$ cat src/design/mmcrc_pkg.sv
// Package for the multi-mode CRC-16 engine: mode codes, presets, update functions.
// No dependencies.
package mmcrc_pkg;

  localparam logic [1:0] MODE_CRC16 = 2'd0;
  localparam logic [1:0] MODE_CCITT = 2'd1;
  localparam logic [1:0] MODE_FLEX  = 2'd2;

  localparam logic [15:0] POLY_CRC16   = 16'hA001;
  localparam logic [15:0] POLY_CCITT   = 16'h8408;
  localparam logic [15:0] FLEX_PRESET  = 16'hFFFF;
  localparam logic [15:0] FLEX_XOR     = 16'h0F87;
  localparam logic [15:0] CCITT_PRESET_RST = 16'hFFFF;

  localparam int ADDR_W = 3;
  localparam logic [ADDR_W-1:0] ADDR_MODE   = 3'd0;
  localparam logic [ADDR_W-1:0] ADDR_PRESET = 3'd4;

  function automatic logic [15:0] reflect8(input logic [15:0] reg_in,
                                           input logic [15:0] poly);
    logic [15:0] r;
    r = reg_in;
    for (int b = 0; b < 8; b++) begin
      if (r[0]) r = (r >> 1) ^ poly;
      else r = r >> 1;
    end
    return r;
  endfunction

  function automatic logic [15:0] flex_update(input logic [15:0] crc, input logic [7:0] c);
    logic [7:0] idx;
    idx = crc[15:8] ^ c;
    return {crc[7:0], 8'h00} ^ reflect8({8'h00, idx}, POLY_CCITT) ^ FLEX_XOR;
  endfunction

endpackage

$ cat src/design/mmcrc_update.sv
// Combinational byte update of the running CRC for all three modes.
// Depends on mmcrc_pkg.
module mmcrc_update
  import mmcrc_pkg::*;
(
  input  logic [1:0]  mode,
  input  logic [15:0] preset,
  input  logic [15:0] crc_in,
  input  logic [7:0]  data,
  input  logic        first,
  output logic [15:0] crc_out
);

  logic [15:0] start;

  always_comb begin
    if (!first) start = crc_in;
    else if (mode[1]) start = FLEX_PRESET;
    else if (mode == MODE_CCITT) start = preset;
    else start = 16'h0000;

    if (mode[1]) crc_out = flex_update(start, data);
    else if (mode == MODE_CCITT) crc_out = reflect8(start ^ {8'h00, data}, POLY_CCITT);
    else crc_out = reflect8(start ^ {8'h00, data}, POLY_CRC16);
  end

endmodule

$ cat src/design/multi_mode_crc16_engine_unit.sv
// Multi-mode CRC-16 engine top level: input register, CRC update, result register.
// Throughput one byte per cycle unless out_ready stalls the result register.
// Running CRC updates as each byte enters the result register; back-to-back bytes chain.
// Synchronous reset clears the running CRC to 0, mode to 0 and the CCITT preset to 0xFFFF.
// Depends on mmcrc_pkg and mmcrc_update.
module multi_mode_crc16_engine_unit
  import mmcrc_pkg::*;
(
  input  logic              clk,
  input  logic              rst,
  input  logic              psel,
  input  logic              penable,
  input  logic              pwrite,
  input  logic [ADDR_W-1:0] paddr,
  input  logic [31:0]       pwdata,
  output logic [31:0]       prdata,
  output logic              pready,
  input  logic              in_valid,
  output logic              in_ready,
  input  logic [7:0]        data_byte,
  input  logic              first_byte,
  input  logic              last_byte,
  output logic              out_valid,
  input  logic              out_ready,
  output logic [15:0]       crc_value,
  output logic              frame_end,
  output logic              check_failed
);

  logic [1:0]  crc_mode;
  logic [15:0] ccitt_preset;
  logic [15:0] running_crc;
  logic        s_valid;
  logic [7:0]  s_data;
  logic        s_first, s_last;
  logic [15:0] crc_next;
  logic        s_adv;

  assign pready = 1'b1;
  always_comb begin
    case (paddr)
      ADDR_MODE:   prdata = {30'd0, crc_mode};
      ADDR_PRESET: prdata = {16'd0, ccitt_preset};
      default:     prdata = 32'd0;
    endcase
  end

  always_ff @(posedge clk) begin
    if (rst) begin
      crc_mode <= MODE_CRC16;
      ccitt_preset <= CCITT_PRESET_RST;
    end else if (psel && penable && pwrite) begin
      if (paddr == ADDR_MODE) crc_mode <= pwdata[1:0];
      else if (paddr == ADDR_PRESET) ccitt_preset <= pwdata[15:0];
    end
  end

  mmcrc_update u_update (
    .mode(crc_mode), .preset(ccitt_preset), .crc_in(running_crc),
    .data(s_data), .first(s_first), .crc_out(crc_next)
  );

  assign s_adv = s_valid && (!out_valid || out_ready);
  assign in_ready = !s_valid || s_adv;

  always_ff @(posedge clk) begin
    if (rst) begin
      s_valid <= 1'b0;
      out_valid <= 1'b0;
      running_crc <= 16'h0000;
    end else begin
      if (in_ready) s_valid <= in_valid;
      if (s_adv) begin
        out_valid <= 1'b1;
        running_crc <= crc_next;
      end else if (out_ready) begin
        out_valid <= 1'b0;
      end
    end
  end

  always_ff @(posedge clk) begin
    if (in_ready && in_valid) begin
      s_data <= data_byte;
      s_first <= first_byte;
      s_last <= last_byte;
    end
    if (s_adv) begin
      crc_value <= crc_next;
      frame_end <= s_last;
      check_failed <= s_last && (crc_mode == MODE_CRC16) && (crc_next != 16'h0000);
    end
  end

endmodule
$ cat config.mk
export PLATFORM = sky130hd
export DESIGN_NAME = multi_mode_crc16_engine_unit
export DESIGN_NICKNAME = d
export VERILOG_FILES = /design/src/design/mmcrc_pkg.sv /design/src/design/mmcrc_update.sv /design/src/design/multi_mode_crc16_engine_unit.sv
export SDC_FILE = /design/constraint.sdc
export NUM_CORES = 1
export LEC_CHECK = 0
export CAP_MARGIN = 20
export CORE_ASPECT_RATIO = 1.5
export CORE_MARGIN = 4
export CORE_UTILIZATION = 55
export DETAILED_ROUTE_END_ITERATION = 6
export DONT_BUFFER_PORTS = 1
export PLACE_DENSITY = 0.79
export SLEW_MARGIN = 10
export SYNTH_ARGS = -nofsm -noshare
export SYNTH_HDL_FRONTEND = slang
export SYNTH_SLANG_ARGS = --single-unit
export TNS_END_PERCENT = 20
$ cat constraint.sdc
create_clock -name clk -period 6.1 [get_ports clk]
set_clock_uncertainty 0.1 [all_clocks]
set_input_delay 0.305 -clock clk [delete_from_list [all_inputs] [get_ports clk]]
set_output_delay 0.305 -clock clk [all_outputs]
set_load 0.01 [all_outputs]
==> out/results.txt, run 1 <==
Status: completed
Post-route cell area: 4320 um2
Crit. End Element: flip-flop
Crit path cell chain: buf_4 > nor2b_4 > a21oi_1 > xnor2_2 > xnor3_1 > nor3b_1 > o31a_1 > or4_1 > nor4_1 > a21oi_1
Slew Viols, Final: 0
Period utilization: 0.636
Crit path largest cell delay: 540 ps
Final wirelength: 8780 um
Initial Util: 0.565
Grt total ovfl: 0
Routed len/inst: 17.2 um
Flops & latches, synth: 64
Mapped cell area: 3870 um2
Final Core Density: 0.631
DP Wirelength: 6150 um
Comb power frac: 0.262
Top-count cell post-synth: nand2_1
Hold Slack: 79.9 ps
Worst-margin pin slew: 1010 ps
Post-synth EDFFs: 28
Slew Limit Headroom: 0.324
Largest net degree at the start of global routing: 37
Commonest cells in the netlist: 47 x nand2_1, 37 x xnor2_1, 36 x dfxtp_1, 36 x nor2_1, 28 x edfxtp_1
MaxCap Viol Count: 0
H-Tree Level Count: 3
CTS resizes: 0
Post-layout min period: 3880 ps
Top cells by area, synth: edfxtp_1 22%, dfxtp_1 19%, xnor2_1 8.4%
Hold Path Class: in2reg
Seq/Total Area, Yosys: 0.403
Most Crowded Layer GR: met2
WP buf/inv: 1
ANT cells: 0
Die area: 8470 um2
Antenna viol nets, final: 0
Std-Cell Rows: 37
Initial antenna violation count: 0
CP startpoint kind: flip-flop
CP delay by family, top: simple AND/OR/NAND/NOR gates
Root Driver: clkbuf_8
DR DRC count: 0
GR Util met1: 0.230
Layout cells sized above 1: 0.0810
Worst-Skew Late Latency: 350 ps
Number of synthesis warnings: 0
Crit path max fanout: 27
Sink Count: 64
First-pass detailed-route iteration total: 4
Max IR drop VDD: 0.145 mV
Core Area: 6850 um2
PD cells: 265 nW/um2
CP max-delay cell: or4_1
Met2 GRT Util: 0.363
Worst endpoint required time: 6090 ps
Crit path DAT: 3870 ps
Fill cell count: 562
Sw Pwr: 339 uW
Final #Nets: 479
Dpl cell area: 3830 um2
Via-per-instance ratio: 5.74
Cells after Synth: 408
Yosys cell types: 57
Post-Syn Area per Cell: 9.49 um2
Tot Pwr: 1.15 mW
Vias: 2,926
Fmax: 258 MHz
Worst-path clk slew: 70 ps
First DRT Iteration DRCs: 155
Static leakage: 1.53 nW
CTS Buf Count: 9
Vert. Die Dim: 111 um
Number of global-route vias before repair: 2,858
Die W: 76.5 um
Longest Clk Path Bufs: 2
Placer Congestion: 0.889
CTS tree: yes
Top Ports: 105
Layout area overhead: 11.7%
Critical path's most frequent cell: a21oi_1
Setup TNS: 0 ps
Final Hold Viols: 0
Switching Share: 0.296
Clock share of power: 0.294
Input/output buffers: 0
Area share of the largest cell type after synthesis: 0.217
Setup Crit Path Kind: reg2reg
GRT Total Usage: 0.213
Setup-failing EPs final: 0
Sequential share of power: 0.444
First-pass GRT wire length: 14,200 um
Synth Flop Type: dfxtp_1
Int Power: 806 uW
Async SR Flop Fraction: 0
Unrepaired setup endpoints after global routing: no
Cell taking the most area after synthesis: edfxtp_1
Met3 GRT Util: 0.0626
## path summary, 6_finish.rpt
kind                            slack, ps  cells past startpoint        endpoint           start
worst max register to register       2220                     10    check_failed         s_first
worst max-delay path                 2220                     10    check_failed         s_first
worst min register to register        360                      2  running_crc[7]  running_crc[7]
worst min-delay path                   80                      3       out_valid       out_ready
## per-stage QoR
stage | setup slack, ps | instances
after global placement | 2280 | 465
final | 2220 | 510
after global routing | 1970 | 510
after floorplan | 3050 | 423
after detailed placement | 2230 | 465
after CTS | 2220 | 509
## what timing repair did
item / in CTS / in global routing
hold buffers: 28 / 0
endpoints found under the hold margin: 46 / 0
setup buffers: 0 / 0
## final cells by class
cell class / count / area, um2 / area share
multi-input combinational: 313 / 2110 / 0.489
sequential: 64 / 1560 / 0.361
timing repair buffer: 33 / 348 / 0.0805
clock buffer: 11 / 131 / 0.0304
tap: 78 / 97.6 / 0.0226
clock inverter: 5 / 47.5 / 0.0110
inverter: 6 / 22.5 / 0.00521
## worst reg2reg max path, stage by stage (launching register included)
cell and delay (ps):
edfxtp_1 320, buf_4 310, nor2b_4 500, a21oi_1 190, xnor2_2 490, xnor3_1 320, nor3b_1 160, o31a_1 310
or4_1 540, nor4_1 300, a21oi_1 100
## cell usage in the layout, fill, tap and decap left out, types with 3 or more instances in the layout
cell type	n
nand2_1	47
buf_4	4
dfxtp_1	36
a211oi_1	4
xnor2_1	37
xnor3_1	3
nor2b_1	18
nor3b_1	3
a21oi_1	22
conb_1	17
mux2i_1	10
nor3_1	11
xor2_2	3
xor2_1	9
nor2_1	36
xnor2_2	5
edfxtp_1	28
inv_1	5
clkinv_1	3
dlygate4sd3_1	27
o21ai_0	6
and2_1	19
o31a_1	3
nand2b_1	3
a211o_1	16
o2bb2ai_1	5
clkbuf_8	9
## sequential cells by signal, indices dropped and copies added, names as in the netlist
register / count
crc_value: 16
running_crc: 16
frame_end: 1
ccitt_preset: 16
crc_mode: 2
s_last: 1
s_first: 1
check_failed: 1
out_valid: 1
s_valid: 1
s_data: 8
## power groups by stage
| stage | Combinational (mW) | Clock, mW | Sequential (mW) |
|---|---|---|---|
| 2_1_floorplan | 0.242 | 0 | 0.513 |
| 3_3_place_gp | 0.268 | 0 | 0.518 |
| 3_5_place_dp | 0.274 | 0 | 0.519 |
| 4_1_cts | 0.295 | 0.343 | 0.509 |
| 5_1_grt | 0.326 | 0.365 | 0.511 |
| 6_report | 0.300 | 0.337 | 0.509 |
## cells by family after synthesis
kind of cell / after synthesis / synth area share
AO/OA/AOI/OAI: 76 / 0.152
buffers and inverters: 46 / 0.0647
multiplexers: 11 / 0.0288
other: 2 / 0.00194
flip-flops: 64 / 0.403
XOR/XNOR: 57 / 0.155
AND/OR/NAND/NOR: 152 / 0.194
## metal layers
layer / part of all wire / wire length, um
met1: 0.39 / 3430
met2: 0.52 / 4520
met3: 0.054 / 474
met4: 0.039 / 346
met5: 0 / 0
Power figures use the tool's default switching activity.
==> run 2: changes to the inputs <==
Clock period 6.1 ns to 4 ns, I/O delays scaled along.
==> out/results.txt, run 2 (synthesized netlist as in run 1, its figures left out) <==
Status: completed
Unrepaired setup endpoints after global routing: no
R2r setup slk: 550 ps
Initial antenna violation count: 0
First-pass detailed-route iteration total: 5
Setup bufs post-CTS: 0
CTS tree: yes
ANT cells: 0
Number of global-route vias before repair: 2,985
Sink Count: 64
CTS Buf Count: 9
Via-per-instance ratio: 5.80
Worst-Skew Late Latency: 360 ps
Vert. Die Dim: 111 um
Final Core Density: 0.642
Post-route cell area: 4400 um2
Die W: 76.5 um
Root Driver: clkbuf_8
DP Wirelength: 6340 um
Core Area: 6850 um2
Placer Congestion: 0.926
Top Registers: ccitt_preset x16, crc_value x16, running_crc x16
Hold Slack: 24.3 ps
First DRT Iteration DRCs: 165
Tot Pwr: 1.86 mW
Worst Hold End: running_crc[2]
Routed len/inst: 17.5 um
Crit. End Element: flip-flop
Worst r2r src: s_first
CP startpoint kind: flip-flop
Final wirelength: 8990 um
Worst endpoint required time: 4010 ps
Post-cts hold buffer count: 29
Setup Crit Path Kind: reg2reg
Hold depth: 2
Setup-failing EPs final: 0
Antenna viol nets, final: 0
Dpl cell area: 3850 um2
H-Tree Level Count: 3
Longest Clk Path Bufs: 2
Worst-path clk slew: 70 ps
PD cells: 422 nW/um2
Layout area overhead: 13.7%
Die area: 8470 um2
Vias: 2,983
Layout cells sized above 1: 0.0963
Final #Nets: 483
Cells on worst reg2reg path: 9
Period utilization: 0.863
Grt total ovfl: 0
Slew Viols, Final: 0
Post-layout min period: 3450 ps
Setup TNS: 0 ps
Top Ports: 105
Hold Path Class: in2reg
Input/output buffers: 0
Crit path DAT: 3460 ps
Fmax: 290 MHz
MaxCap Viol Count: 0
Static leakage: 1.58 nW
Initial Util: 0.565
Worst r2r dst: check_failed
Largest net degree at the start of global routing: 37
GRT Total Usage: 0.221
Std-Cell Rows: 37
Commonest non-fill, non-tap cell in the layout: nand2_1
CTS resizes: 0
Worst-margin pin slew: 550 ps
Min-delay src: rst
Slew Limit Headroom: 0.631
Max IR drop VDD: 0.266 mV
First-pass GRT wire length: 14,800 um
DR DRC count: 0
Final Hold Viols: 0
Crit path max fanout: 15
Highest-count cells in the layout ignoring fill and taps: 47 x nand2_1, 37 x xnor2_1, 36 x nor2_1, 36 x dfxtp_1
-- run 2: worst max-delay path by stage --
stage                     start            to  slack, ps  cells past startpoint
detailed placement      s_first  check_failed        540                      9
CTS                     s_first  check_failed        520                      9
floorplan               s_first  check_failed        950                     11
global placement        s_first  check_failed        540                      9
finish                  s_first  check_failed        550                      9
global route        crc_mode[0]  check_failed        280                     10
-- run 2: through the flow --
| step | setup WS (ps) | instances |
|---|---|---|
| 2_1_floorplan | 951 | 423 |
| 3_3_place_gp | 537 | 468 |
| 3_5_place_dp | 541 | 468 |
| 4_1_cts | 522 | 513 |
| 5_1_grt | 279 | 514 |
| 6_report | 549 | 514 |
-- run 2: final cells by class --
cell class                      instances  area, um2
Clock inverter                          2       11.3
Tap cell                               78       97.6
Fill cell                             560       2450
Clock buffer                           14        226
Sequential cell                        64       1560
Timing Repair Buffer                   37        368
Multi-Input combinational cell        313       2110
Inverter                                6       22.5
-- run 2: metal layers --
layer / share of wire / vias up / GRT usage / wire [um]
met5: 0 / - / 0 / 0
met4: 0.040 / 0 / 0.116 / 363
met3: 0.063 / 33 / 0.0675 / 567
met2: 0.53 / 131 / 0.395 / 4790
met1: 0.36 / 1405 / 0.228 / 3270
li1: - / 1414 / - / -
-- run 2: power breakdown --
group          total [mW]  switching, mW  internal [mW]
clock               0.623          0.252          0.371
combinational       0.458          0.249          0.208
sequential          0.777         0.0377          0.740
total                1.86          0.539           1.32
-- run 2: critical path: stages, from the launching register on --
cell and delay, ps:
edfxtp_1 340, nor2b_4 440, a21oi_1 180, xnor2_2 480
xnor3_1 300, nor3b_1 150, o31a_1 300, or4_1 520
nor4_1 280, a21oi_1 100
